### config.mk
export PLATFORM = sky130hd
export DESIGN_NAME = oeu_fifo
export DESIGN_NICKNAME = d
export VERILOG_FILES = /design/src/rtl/oeu_pkg.sv /design/src/rtl/oeu_fifo.sv
export SDC_FILE = /design/constraint.sdc
export NUM_CORES = 1
export LEC_CHECK = 0
export BUFFER_PORTS_ARGS = -buffer_cell sky130_fd_sc_hd__buf_2
export CAP_MARGIN = 25
export CORE_ASPECT_RATIO = 1.5
export CORE_MARGIN = 4
export CORE_UTILIZATION = 57
export DETAILED_ROUTE_END_ITERATION = 8
export GPL_TIMING_DRIVEN = 0
export PLACE_DENSITY_LB_ADDON = 0.1
export SYNTH_ARGS = -nofsm -noshare
export SYNTH_HDL_FRONTEND = slang
export SYNTH_SLANG_ARGS = --single-unit
### constraint.sdc
create_clock -name clk -period 2.44 [get_ports clk]
set_input_delay 0 -clock clk [delete_from_list [all_inputs] [get_ports clk]]
set_output_delay 0 -clock clk [all_outputs]
set_load 0.1 [all_outputs]
### src/rtl/oeu_pkg.sv
`timescale 1ns / 1ps

package oeu_pkg;

	// Action codes carried in s_tuser
	localparam logic ACT_LOAD     = 1'b0;
	localparam logic ACT_INTERACT = 1'b1;

	// Configuration register indexes
	localparam logic REG_GAIN      = 1'b0;
	localparam logic REG_THRESHOLD = 1'b1;

	localparam int GAIN_W  = 14;
	localparam int THR_W   = 16;
	localparam int IDX_W   = 11;
	localparam int PRIV_W  = 16;
	localparam int MAG_W   = 13;
	localparam int ZERO_W  = 12;

	localparam logic [GAIN_W-1:0] GAIN_RESET = 14'd6144;
	localparam logic [THR_W-1:0]  THR_RESET  = 16'd9830;

	// Q1.14 unity
	localparam logic signed [PRIV_W-1:0] Q_ONE = 16'sd16384;

	// Queue between front and back
	localparam int QDEPTH_LG = 2;
	localparam int QDEPTH    = 1 << QDEPTH_LG;

	// Classified item as it leaves the front
	typedef struct packed {
		logic                     action;
		logic                     agent_ok;
		logic                     partner_ok;
		logic                     neg;
		logic [IDX_W-1:0]         agent;
		logic [IDX_W-1:0]         partner;
		logic signed [1:0]        load_pub;
		logic signed [PRIV_W-1:0] load_priv;
	} item_t;

	// One result beat
	typedef struct packed {
		logic [ZERO_W-1:0]        zero_count;
		logic signed [MAG_W-1:0]  magnetization;
		logic signed [PRIV_W-1:0] private_after;
		logic signed [1:0]        public_after;
	} result_t;

endpackage

### src/rtl/oeu_fifo.sv
`timescale 1ns / 1ps

module oeu_fifo (
	input  logic           clk,
	input  logic           arst_n,
	input  logic           push,
	input  oeu_pkg::item_t wr_item,
	output logic           full,
	input  logic           pop,
	output logic           not_empty,
	output oeu_pkg::item_t rd_item
);

	oeu_pkg::item_t                 slot_q [oeu_pkg::QDEPTH];
	logic [oeu_pkg::QDEPTH_LG-1:0]  wr_ptr_q;
	logic [oeu_pkg::QDEPTH_LG-1:0]  rd_ptr_q;
	logic [oeu_pkg::QDEPTH_LG:0]    cnt_q;

	assign full      = (cnt_q == (oeu_pkg::QDEPTH_LG + 1)'(oeu_pkg::QDEPTH));
	assign not_empty = (cnt_q != '0);
	assign rd_item   = slot_q[rd_ptr_q];

	always_ff @(posedge clk or negedge arst_n) begin
		if (!arst_n) begin
			wr_ptr_q <= '0;
			rd_ptr_q <= '0;
			cnt_q    <= '0;
		end else begin
			if (push) begin
				wr_ptr_q <= wr_ptr_q + 1'b1;
			end
			if (pop) begin
				rd_ptr_q <= rd_ptr_q + 1'b1;
			end
			case ({push, pop})
				2'b10:   cnt_q <= cnt_q + 1'b1;
				2'b01:   cnt_q <= cnt_q - 1'b1;
				default: cnt_q <= cnt_q;
			endcase
		end
	end

	always_ff @(posedge clk) begin
		if (push) begin
			slot_q[wr_ptr_q] <= wr_item;
		end
	end

endmodule

==> results_dict.tcl <==
set metrics [dict create \
    gp_congestion 0.6551 \
    cap_violations 0 \
    tritoncts "done" \
    clkSinkCount 183 \
    io_buffers 93 \
    grt_pass1_vias 3507 \
    cts_root_buf "clkbuf_16" \
    start_util_pct 58.69 \
    startpoint_type "register" \
    worstSetupPathType "register to output port" \
    htreeDepth 4 \
    dr.pass1.iters 4 \
    clock.fmax_mhz 504.2 \
    synthCells 263 \
    grt_pass1_wl_um 18530 \
    fp.dieArea_mm2 0.01378 \
    clock_latency_ps 420 \
    reg2reg_slack_ps 600 \
    antenna_found_initial 0 \
    syn-num-nets 317 \
    synth_seq_area_share_pct 80.26 \
    ys_ff_latch 183 \
    critPathMaxFanout 10 \
    fin_ws_ps 456.7 \
    rsz0062_at_grt "no" \
    worstHoldPathType "input port to register" \
    hpwlAfterDp_um 7029 \
    ys_warn_count 0 \
    wl_met2_um 6388 \
    via_count 3186 \
    whs_endpoint "slot_q[1][28]" \
    die_h_um 141.8 \
    critPathRequiredTime_ps 2440 \
    rows 48 \
    viasPerCell 5.400 \
    path_clk_slew_ps 70 \
    die_w_um 97.20 \
    wl_per_cell_um 19.56 \
    min_period_ps 1983 \
    min_delay_path_depth 2 \
    final_cell_mix "176 x edfxtp_1, 98 x buf_2, 48 x dlygate4sd3_1" \
    rr_startpoint "wr_ptr_q[0]" \
    num_io_pins 94 \
    pre_cts_ws_ps 580.7 \
    synth_top_area_share_pct 77.69 \
    drc 0 \
    final_hold_viol_count 0 \
    cts_setup_buffers 0 \
    cts_hold_buf 48 \
    synth_top_area_cell "edfxtp_1" \
    drive_above_1_share_pct 41.36 \
    cts_buffers 17 \
    final_common_cell "edfxtp_1" \
    crit_path_end_kind "output port" \
    dpl_cell_area_mm2 0.007546 \
    routed.top_layer "met4" \
    cts-resized-gates 0 \
    wl_um 11540 \
    antenna_cells 0 \
    met1_length_um 4557 \
    grt_max_degree 30 \
    max-slew-margin-rel_pct 54.57 \
    overflow 0 \
    reg2reg_depth 4 \
    wl_met3_um 476 \
    syn-mean-instance-area_um2 25.87 \
    final_max_slew_viol_count 0 \
    area_delta_synth_final_pct 26.82 \
    ant_nets 0 \
    syn-cell-area_mm2 0.006803 \
    fin_crit_sh_pct 81.28 \
    outcome "complete, no violations" \
    worst_slew_pin_slew_ps 681.5 \
    fin_worst_skew_ps 14.97 \
    cp_data_arrival_time_ps 1980 \
    setup_viol 0 \
    finalInstanceArea_mm2 0.008627 \
    synth_area_leaders "edfxtp_1 78%, mux4_2 13%, dfrtp_1 2.6%, mux4_1 2.3%, buf_12 1.2%" \
    track_usage_pct 18.18 \
    ys_types 19 \
    final_nets 481 \
    min_from "wr_item[28]" \
    first_iter_violations 183 \
    r2r-end "slot_q[0][30]" \
    cts_buffer_depth 2 \
    core_area_mm2 0.01159 \
]
-- flip-flops by register name, indices dropped and copies added, names as in the netlist --
| register | flops |
|---|---|
| rd_ptr_q | 2 |
| wr_ptr_q | 2 |
| cnt_q | 3 |
| slot_q | 176 |
-- routing by layer --
metal / up-vias / GRT usage, %
met2: 76 / 30.93
met4: 0 / 6.435
li1: 1447 / -
met3: 11 / 5.312
met5: - / 0
met1: 1652 / 22.42
-- through the flow --
stage / hold WS (ps) / cells / utilization [%] / TNS [ps]
floorplan: -295.6 / 263 / - / 0
global placement: -161.4 / 506 / 64.37 / -73970
detailed placement: -157.6 / 510 / 65.10 / 0
CTS: 311.9 / 590 / 74.43 / 0
global route: 327.3 / 590 / 74.43 / 0
finish: 328.7 / 590 / 74.43 / 0
-- synthesized netlist by cell type --
library cell    n
edfxtp_1      176
mux4_2         38
dfrtp_1         7
mux4_1          6
buf_2           5
ha_1            5
and2_1          4
buf_12          4
inv_1           3
xnor2_1         3
xor2_1          3
nand2_1         2
buf_6           1
fa_1            1
mux2_2          1
nor2_1          1
nor3b_1         1
o21ai_0         1
or3_1           1
-- worst max path at each step --
stage | start | end | slack (ps) | depth (start not counted)
3_3_place_gp | wr_ptr_q[1] | slot_q[1][18] | -490 | 3
2_1_floorplan | wr_ptr_q[0] | slot_q[0][0] | 360 | 3
3_5_place_dp | wr_ptr_q[0] | slot_q[0][36] | 580 | 4
6_report | rd_ptr_q[1] | rd_item[32] | 460 | 4
5_1_grt | rd_ptr_q[1] | rd_item[39] | 360 | 4
4_1_cts | rd_ptr_q[0] | rd_item[29] | 410 | 4
-- worst max-delay path: stages, from the launching register on --
cell	delay (ps)
dfrtp_1	310
buf_2	220
buf_2	320
mux4_2	250
buf_2	440
-- cell type report --
type,count,area (um2)
tap,150,187.7
sequential,183,5460
clock inverter,15,175.2
inverter,3,11.26
timing repair buffer,145,1026
fill,677,2964
buffer,10,116.4
multi-input combinational,67,1225
clock buffer,17,425.4
-- cells by family after synthesis --
family / after synthesis / synth area share (%)
XOR/XNOR: 6 / 0.7726
AND/OR/NAND/NOR: 9 / 0.7357
AO/OA/AOI/OAI: 1 / 0.07350
buffers and inverters: 13 / 1.876
multiplexers: 45 / 15.06
adder cells (fa/ha/maj): 6 / 1.214
flip-flops: 183 / 80.26
Power is not shown: default switching activity piles up to over one toggle a cycle in this logic, so the estimate is an artifact.
