`src/rtl/oeu_pkg.sv`:
```
`timescale 1ns / 1ps

package oeu_pkg;

	// Action codes carried in s_tuser
	localparam logic ACT_LOAD     = 1'b0;
	localparam logic ACT_INTERACT = 1'b1;

	// Configuration register indexes
	localparam logic REG_GAIN      = 1'b0;
	localparam logic REG_THRESHOLD = 1'b1;

	localparam int GAIN_W  = 14;
	localparam int THR_W   = 16;
	localparam int IDX_W   = 11;
	localparam int PRIV_W  = 16;
	localparam int MAG_W   = 13;
	localparam int ZERO_W  = 12;

	localparam logic [GAIN_W-1:0] GAIN_RESET = 14'd6144;
	localparam logic [THR_W-1:0]  THR_RESET  = 16'd9830;

	// Q1.14 unity
	localparam logic signed [PRIV_W-1:0] Q_ONE = 16'sd16384;

	// Queue between front and back
	localparam int QDEPTH_LG = 2;
	localparam int QDEPTH    = 1 << QDEPTH_LG;

	// Classified item as it leaves the front
	typedef struct packed {
		logic                     action;
		logic                     agent_ok;
		logic                     partner_ok;
		logic                     neg;
		logic [IDX_W-1:0]         agent;
		logic [IDX_W-1:0]         partner;
		logic signed [1:0]        load_pub;
		logic signed [PRIV_W-1:0] load_priv;
	} item_t;

	// One result beat
	typedef struct packed {
		logic [ZERO_W-1:0]        zero_count;
		logic signed [MAG_W-1:0]  magnetization;
		logic signed [PRIV_W-1:0] private_after;
		logic signed [1:0]        public_after;
	} result_t;

endpackage

```
`src/rtl/oeu_front.sv`:
```
`timescale 1ns / 1ps

module oeu_front #(
	parameter int AGENTS = 2048
) (
	input  logic                           clk,
	input  logic                           arst_n,
	input  logic                           in_valid,
	output logic                           in_ready,
	input  logic                           action,
	input  logic [oeu_pkg::IDX_W-1:0]      agent_index,
	input  logic [oeu_pkg::IDX_W-1:0]      partner_index,
	input  logic                           negative_interaction,
	input  logic signed [1:0]              load_public,
	input  logic signed [oeu_pkg::PRIV_W-1:0] load_private,
	input  logic                           hold,
	output logic                           push,
	input  logic                           q_full,
	output oeu_pkg::item_t                 item
);

	logic           valid_s1;
	oeu_pkg::item_t item_s1;
	oeu_pkg::item_t cls;

	// Classify: range checks, saturate the -2 pattern, clamp private opinion
	always_comb begin
		cls            = '0;
		cls.action     = action;
		cls.agent_ok   = (32'(agent_index) < AGENTS);
		cls.partner_ok = (32'(partner_index) < AGENTS);
		cls.neg        = negative_interaction;
		cls.agent      = agent_index;
		cls.partner    = partner_index;
		cls.load_pub   = (load_public == -2'sd2) ? -2'sd1 : load_public;
		if (load_private > oeu_pkg::Q_ONE) begin
			cls.load_priv = oeu_pkg::Q_ONE;
		end else if (load_private < -oeu_pkg::Q_ONE) begin
			cls.load_priv = -oeu_pkg::Q_ONE;
		end else begin
			cls.load_priv = load_private;
		end
	end

	assign push     = valid_s1 && !q_full;
	assign in_ready = !hold && (!valid_s1 || !q_full);
	assign item     = item_s1;

	always_ff @(posedge clk or negedge arst_n) begin
		if (!arst_n) begin
			valid_s1 <= 1'b0;
		end else if (in_valid && in_ready) begin
			valid_s1 <= 1'b1;
		end else if (push) begin
			valid_s1 <= 1'b0;
		end
	end

	always_ff @(posedge clk) begin
		if (in_valid && in_ready) begin
			item_s1 <= cls;
		end
	end

endmodule

```
`config.mk`:
```
export PLATFORM = sky130hd
export DESIGN_NAME = oeu_front
export DESIGN_NICKNAME = d
export VERILOG_FILES = /design/src/rtl/oeu_pkg.sv /design/src/rtl/oeu_front.sv
export SDC_FILE = /design/constraint.sdc
export NUM_CORES = 1
export LEC_CHECK = 0
export BUFFER_PORTS_ARGS = -buffer_cell sky130_fd_sc_hd__buf_4
export CAP_MARGIN = 20
export CELL_PAD_IN_SITES_DETAIL_PLACEMENT = 1
export CELL_PAD_IN_SITES_GLOBAL_PLACEMENT = 1
export CORE_AREA = 2 2 61 87
export DETAILED_ROUTE_END_ITERATION = 10
export DIE_AREA = 0 0 63 89
export GPL_TIMING_DRIVEN = 0
export PLACE_DENSITY_LB_ADDON = 0.1
export SYNTH_ARGS = -nofsm -noshare
export SYNTH_HDL_FRONTEND = slang
export SYNTH_SLANG_ARGS = --single-unit
```
`constraint.sdc`:
```
create_clock -name clk -period 3.9 [get_ports clk]
set_input_delay 0.78 -clock clk [delete_from_list [all_inputs] [get_ports clk]]
set_output_delay 0.78 -clock clk [all_outputs]
set_load 0.02 [all_outputs]
```
==> results of run 1 <==
sequential cells by signal (all words and copies together), names as in the netlist:
signal / cells
item: 42
valid_s1: 1
power by group:
part | total [mW] | internal (mW) | switching, mW
sequential | 0.539 | 0.533 | 0.00646
clock | 0.328 | 0.187 | 0.141
combinational | 0.135 | 0.0746 | 0.0606
Yosys cell counts:
library cell               count
sky130_fd_sc_hd__nand2b_1      1
sky130_fd_sc_hd__and2_4       10
sky130_fd_sc_hd__dfrtp_1       1
sky130_fd_sc_hd__nand2_1       2
sky130_fd_sc_hd__buf_6         1
sky130_fd_sc_hd__xnor2_2       1
sky130_fd_sc_hd__buf_4         2
sky130_fd_sc_hd__nor2b_1       1
sky130_fd_sc_hd__a21oi_1       2
sky130_fd_sc_hd__conb_1        1
sky130_fd_sc_hd__clkbuf_1      2
sky130_fd_sc_hd__edfxtp_1     42
sky130_fd_sc_hd__or2_2         2
sky130_fd_sc_hd__and2_2        4
path summary, 6_finish.rpt:
path,end,slack [ns],depth (start not counted)
hold / removal,valid_s1,0.25,1
setup reg to reg,item[28],2.25,2
hold reg to reg,valid_s1,0.59,2
setup / recovery,in_ready,1.91,3
min in group clk,valid_s1,0.59,2
max in group asynchronous,valid_s1,3.57,1
layout make-up:
class | instances | share of cell area
Sequential cell | 43 | 0.5346
Buffer | 5 | 0.01404
Timing Repair Buffer | 91 | 0.2923
Multi-Input combinational cell | 25 | 0.08112
Clock inverter | 3 | 0.01612
Clock buffer | 5 | 0.02860
Tap cell | 64 | 0.03328
kinds of logic (layout without fill, tap and decap cells):
kind of cell              after synthesis  after routing
DFF                                    43             43
and+or+nand+nor                        20             20
other                                   1              2
buffers and inverters                   5            104
AOI/OAI and AO/OA                       2              2
xor gates and xnor gates                1              1
stage by stage:
stage | power, mW | area (um^2) | hold WS, ns
after global placement | 0.6800 | 2260 | 0.4896
after detailed placement | 0.6883 | 2298 | 0.5578
after global routing | 1.044 | 2406 | 0.2343
final | 1.003 | 2406 | 0.2534
after floorplan | 0.6105 | 1504 | 0.4708
after CTS | 1.017 | 2406 | 0.2440
critical path: stages:
cell,delay [ns]
sky130_fd_sc_hd__buf_4,0.13
sky130_fd_sc_hd__a21oi_1,0.14
sky130_fd_sc_hd__buf_4,0.16
metal layers:
| metal | share of wire | GRT usage | routed length (um) |
|---|---|---|---|
| met1 | 0.32 | 0.1097 | 1027 |
| met5 | 0 | 0 | 0 |
| met3 | 0.11 | 0.06045 | 336 |
| met2 | 0.56 | 0.2118 | 1783 |
| met4 | 0.016 | 0.04848 | 50 |
==> out/metrics.json, run 1 <==
{
  "run_status": "complete, no violations",
  "finalHoldViolCount": 0,
  "final-seq-area_um2": 1286,
  "cts_buffer_depth": 2,
  "cts_num_sinks": 43,
  "timing_max_transition_violations_final": 0,
  "criticalPathCategory": "input pin to primary output",
  "final_core_utilization": 0.5047,
  "clkLatencyLatePin_ns": 0.28,
  "cts_tree": "built",
  "placementRows": 30,
  "ranking_of_synthesized_cells_by_area": "sky130_fd_sc_hd__edfxtp_1, sky130_fd_sc_hd__and2_4, sky130_fd_sc_hd__and2_2",
  "syn_avg_cell_area_um2": 20.84,
  "maximum_number_of_pins_on_one_net_before_global_route_repair": 24,
  "critical_path.endpoint_type": "primary output",
  "synth_simple_gate_area_share": 0.1001,
  "nNetsFinal": 218,
  "startpoint_of_the_most_critical_register_to_register_path": "valid_s1",
  "detailedPlace.worstSlack_ns": 1.578,
  "globalRouteOverflowTotal": 0,
  "detailedRoute.firstPassIterationCount": 2,
  "synth_compound_area_frac": 0.006672,
  "placed_cells_incl_taps": 228,
  "timing.hold.worst.class": "input pin to asynchronous set/reset pin",
  "cell_leakage_power_nw": 1.018,
  "fp.dieH_um": 89,
  "drt-vias-per-instance": 4.000,
  "cp.arrival_ns": 1.21,
  "muxShareOfSynthArea": 0,
  "drtIter0Drc": 10,
  "synth_sequential_area_ratio": 0.8574,
  "cts.repair.resized": 0,
  "antenna-diode-count": 0,
  "global_route.usage.total": 0.1163,
  "yosysTopAreaCell": "sky130_fd_sc_hd__edfxtp_1",
  "synthCells": 72,
  "timing.final.crit_period_ns": 1.993,
  "finalCritPeriodShare": 0.5110,
  "mostFrequentLayoutCells": "sky130_fd_sc_hd__buf_4, sky130_fd_sc_hd__edfxtp_1, sky130_fd_sc_hd__and2_4",
  "crit_required_ns": 3.12,
  "cts_hold_buf": 0,
  "p_per_area_nw_per_um2": 416.8,
  "yosys.area_share.adder": 0,
  "detail_route.wirelength_mm": 3.198,
  "htreeDepth": 2,
  "layout.cells.most_common": "sky130_fd_sc_hd__buf_4",
  "layout-drive-gt1-share": 0.6919,
  "max-slew-margin-rel": 0.4595,
  "port_buffers": 90,
  "finalSetupTns_ns": 0,
  "multi_input_area_um2": 195.2,
  "core_area_um2": 4767,
  "synth_xor_area_frac": 0.01084,
  "power.ir.vdd_worst_mv": 0.2672,
  "antenna_found_initial": 0,
  "design.portCount": 93,
  "wl_per_cell_um": 13.55,
  "finalSetupViolations": 0,
  "tightestPinTransition_ns": 0.8090,
  "areaGrowthSynthToFinish_pct": 60.38,
  "synth.lib_cells_used.distinct": 14,
  "fmaxAchievable_ghz": 0.5018,
  "critPathMaxFanout": 4,
  "synth-seq-cells": 43,
  "cap_viol_max_count": 0,
  "crit_path_start_kind": "input pin",
  "cp_launch_point": "q_full",
  "floorplan.die_area_um2": 5607,
  "gp_congestion": 0.6257,
  "floorplan.die.width_um": 63,
  "grt_pass1_vias": 1005,
  "clock-skew-final_ns": 0.004549,
  "fillers": 514,
  "largest_family_of_logic_cells_by_synthesized_area": "simple AND/OR/NAND/NOR gates",
  "routed-via-count": 944,
  "synth_area_um2": 1500,
  "initial_core_util": 0.3147,
  "ys.warnings.count": 0,
  "final_antenna_net_count": 0,
  "cts-buffers-inserted": 5,
  "post_cts.repair.setup_buffers": 0,
  "rsz_0062_raised_after_global_routing": "no",
  "synth.top_cell.area_share": 0.8407,
  "path_clk_slew_ns": 0.08,
  "cts-root-buf": "sky130_fd_sc_hd__clkbuf_8",
  "route.detailed.drc": 0,
  "grt_first_pass_wirelength_mm": 4.836,
  "stdcell_count": 236,
  "fin_ws_ns": 1.907
}
No activity file was read; power rests on OpenSTA's default activity.
==> inputs of run 2 (changes only) <==
ABC_AREA = 1   (was unset)
CORE_AREA = 2 2 66 93   (was 2 2 61 87)
DIE_AREA = 0 0 68 95   (was 0 0 63 89)
clock period = 1.7 ns   (was 3.9 ns; I/O delays follow)
==> out/metrics.json, run 2 <==
{
  "synth.top_cell.area_share": {"value": 0.7981, "change": "-0.04260"},
  "finalHoldWorstSlack": {"value": 0.2259, "unit": "ns", "change": "-0.02752 ns"},
  "synthCells": {"value": 105, "change": "+46%"},
  "criticalPathCategory": "flip-flop to flip-flop",
  "design.portCount": {"value": 93, "change": "unchanged"},
  "crit_required": {"value": 1.69, "unit": "ns", "change": "-1.43 ns"},
  "port_buffers": {"value": 90, "change": "unchanged"},
  "areaGrowthSynthToFinish_pct": 60.65,
  "cp.arrival": {"value": 1.44, "unit": "ns", "change": "+0.23 ns"},
  "gp_congestion": {"value": 0.6338, "change": "+1.3%"},
  "floorplan.die_area": {"value": 6460, "unit": "um^2", "change": "+15%"},
  "cts-buffers-inserted": {"value": 5, "change": "unchanged"},
  "finalCritPeriodShare": 0.8517,
  "maximum_number_of_pins_on_one_net_before_global_route_repair": {"value": 23, "change": "-4.2%"},
  "timing.hold.worst.class": "input pin to flip-flop",
  "floorplan.die.width": {"value": 68, "unit": "um", "change": "+7.9%"},
  "ys.warnings.count": {"value": 0, "change": "unchanged"},
  "placementRows": {"value": 33, "change": "+10%"},
  "route.detailed.drc": {"value": 0, "change": "unchanged"},
  "fin_total_pwr": {"value": 2.465, "unit": "mW", "change": "+150%"},
  "cts.repair.resized": {"value": 0, "change": "unchanged"},
  "layout.cells.most_common": "sky130_fd_sc_hd__buf_4",
  "synthMostInstantiatedCell": "sky130_fd_sc_hd__edfxtp_1",
  "synth.lib_cells_used.distinct": {"value": 17, "change": "+3"},
  "number_of_flops_mapped_to_enable_cells_by_yosys": {"value": 42, "change": "unchanged"},
  "core_area": {"value": 5698, "unit": "um^2", "change": "+20%"},
  "finalHoldViolCount": {"value": 0, "change": "unchanged"},
  "run_status": "complete, no violations",
  "synthArstFlopShare": {"value": 0.02326, "change": "unchanged"},
  "drtIter0Drc": {"value": 81, "change": "+71"},
  "source_of_the_worst_hold_timing_path": "agent_index[1]",
  "hpwl_mm": 2.821,
  "timing.final.crit_period_ns": 1.448,
  "antenna-diode-count": {"value": 0, "change": "unchanged"},
  "cts_buffer_depth": {"value": 2, "change": "unchanged"},
  "cts-root-buf": "sky130_fd_sc_hd__clkbuf_8",
  "detail_route.wirelength": {"value": 3.504, "unit": "mm", "change": "+9.6%"},
  "startpoint_of_the_most_critical_register_to_register_path": "valid_s1",
  "drt-vias-per-instance": {"value": 4.050, "change": "+1.3%"},
  "dominantRegCellSynth": "sky130_fd_sc_hd__edfxtp_1",
  "wl_per_cell": {"value": 12.60, "unit": "um", "change": "-7.0%"},
  "rsz_0062_raised_after_global_routing": "no",
  "netlist_top_cells_count": "sky130_fd_sc_hd__edfxtp_1, sky130_fd_sc_hd__inv_1, sky130_fd_sc_hd__nor2_1",
  "clkLatencyLatePin": {"value": 0.28, "unit": "ns", "change": "about the same"},
  "ranking_of_synthesized_cells_by_area": "sky130_fd_sc_hd__edfxtp_1, sky130_fd_sc_hd__inv_1, sky130_fd_sc_hd__nor2_1",
  "synth-seq-cells": {"value": 43, "change": "unchanged"},
  "timing_max_transition_violations_final": {"value": 0, "change": "unchanged"},
  "global_route.usage.total": {"value": 0.1105, "change": "-0.005802"},
  "mostFrequentLayoutCells": "sky130_fd_sc_hd__buf_4, sky130_fd_sc_hd__edfxtp_1, sky130_fd_sc_hd__inv_1",
  "final_antenna_net_count": {"value": 0, "change": "unchanged"},
  "grt_first_pass_wirelength": {"value": 5.161, "unit": "mm", "change": "+6.7%"},
  "cell_leakage_power": {"value": 1.121, "unit": "nW", "change": "+10%"},
  "crit_path_start_kind": "flip-flop",
  "fin_ws": {"value": 0.2521, "unit": "ns", "change": "-1.655 ns"},
  "yosysTopAreaCell": "sky130_fd_sc_hd__edfxtp_1",
  "clock-skew-final": {"value": 0.004338, "unit": "ns", "change": "-0.0002111 ns"},
  "finalSetupViolations": {"value": 0, "change": "unchanged"},
  "cp_launch_point": "valid_s1",
  "grt_pass1_vias": {"value": 1149, "change": "+14%"},
  "power.ir.vdd_worst": {"value": 0.3455, "unit": "mV", "change": "+29%"},
  "cts_tree": "built",
  "fp.dieH": {"value": 95, "unit": "um", "change": "+6.7%"},
  "cap_viol_max_count": {"value": 0, "change": "unchanged"},
  "antenna_found_initial": {"value": 0, "change": "unchanged"},
  "initial_core_util": {"value": 0.2773, "change": "-0.03736"},
  "critPathMaxFanout": {"value": 22, "change": "+18"},
  "globalRouteOverflowTotal": {"value": 0, "change": "unchanged"},
  "synth_sequential_area_ratio": {"value": 0.8139, "change": "-0.04345"},
  "critical_path.endpoint_type": "flip-flop",
  "layout-drive-gt1-share": {"value": 0.5673, "change": "-0.1246"},
  "p_per_area": {"value": 970.8, "unit": "nW/um^2", "change": "+130%"},
  "detailedRoute.firstPassIterationCount": {"value": 4, "change": "+2"},
  "routed-via-count": {"value": 1126, "change": "+19%"},
  "syn_avg_cell_area": {"value": 15.05, "unit": "um^2", "change": "-28%"},
  "cts_num_sinks": {"value": 43, "change": "unchanged"},
  "detailedPlace.worstSlack": {"value": -0.01513, "unit": "ns", "change": "-1.593 ns"},
  "nNetsFinal": {"value": 254, "change": "+17%"},
  "path_clk_slew": {"value": 0.08, "unit": "ns", "change": "about the same"},
  "htreeDepth": {"value": 2, "change": "unchanged"},
  "synth_area": {"value": 1580, "unit": "um^2", "change": "+5.3%"},
  "fmaxAchievable_ghz": 0.6907,
  "flip_flop_count_of_the_largest_register_after_layout": {"value": 42, "change": "unchanged"}
}
-- run 2: changes by cell type after synthesis, moves of 2 or more --
cell	change
sky130_fd_sc_hd__a21oi_1	-2
sky130_fd_sc_hd__inv_1	+18
sky130_fd_sc_hd__nor2_1	+15
sky130_fd_sc_hd__and2_2	-4
sky130_fd_sc_hd__and2_4	-10
sky130_fd_sc_hd__nand2_1	+5
sky130_fd_sc_hd__nor2_2	+9
-- run 2: cell type report --
type                    count  area [um^2]
multi-input cells          40        207.7
repair buffers             94        723.2
fillers                   630         3159
inverters                  18        67.56
clock inverters             2        60.06
flip-flops and latches     43         1286
plain buffers               5        33.78
well taps                  70        87.58
clock buffers               6        72.57
-- run 2: cells by family after synthesis --
logic type / share of synthesized area
other: 0.002373
AND/OR/NAND/NOR: 0.1164
AO/OA/AOI/OAI: 0.003164
flip-flops: 0.8139
buffers and inverters: 0.06413
-- run 2: power by group --
| part | internal [mW] | total, mW | switching, mW | leakage (nW) |
|---|---|---|---|---|
| Sequential | 1.22 | 1.23 | 0.0122 | 0.405 |
| Clock | 0.587 | 0.915 | 0.328 | 0.0654 |
| Combinational | 0.157 | 0.317 | 0.160 | 0.650 |
| Total | 1.96 | 2.46 | 0.500 | 1.12 |
-- run 2: path summary, 6_finish.rpt --
check                           end  slack (ns)  cells after the start
setup reg to reg            item[8]        0.25                      5
hold / removal             item[30]        0.23                      1
hold reg to reg            valid_s1        0.53                      2
setup / recovery            item[8]        0.25                      5
max in group asynchronous  valid_s1        1.25                      2
min in group asynchronous  valid_s1        0.37                      2
-- run 2: metrics by stage --
stage	instances	instance area (um^2)	setup TNS, ns	utilization
2_1_floorplan	106	1595	-8.606	-
3_3_place_gp	266	2359	-29.53	0.4139
3_5_place_dp	268	2389	-0.3140	0.4192
4_1_cts	277	2531	0	0.4442
5_1_grt	278	2539	0	0.4455
6_report	278	2539	0	0.4455
-- run 2: repair_timing --
item | 4_1_cts | 5_1_grt
hold endpoints to repair | 1 | 0
setup endpoints to repair | 0 | 22
hold buffers | 1 | 0
setup buffers | 0 | 1
-- run 2: routing by layer --
metal | part of all wire | track usage
met5 | 0 | 0
met1 | 0.33 | 0.1103
met3 | 0.10 | 0.04172
met2 | 0.56 | 0.1966
met4 | 0.0094 | 0.05000
-- run 2: worst max-delay path, cell delays in order (launching register included) --
cell                      delay [ns]
sky130_fd_sc_hd__dfrtp_1        0.38
sky130_fd_sc_hd__nand2_1        0.09
sky130_fd_sc_hd__inv_2          0.06
sky130_fd_sc_hd__nor3_4         0.22
sky130_fd_sc_hd__buf_8          0.19
sky130_fd_sc_hd__buf_8          0.21
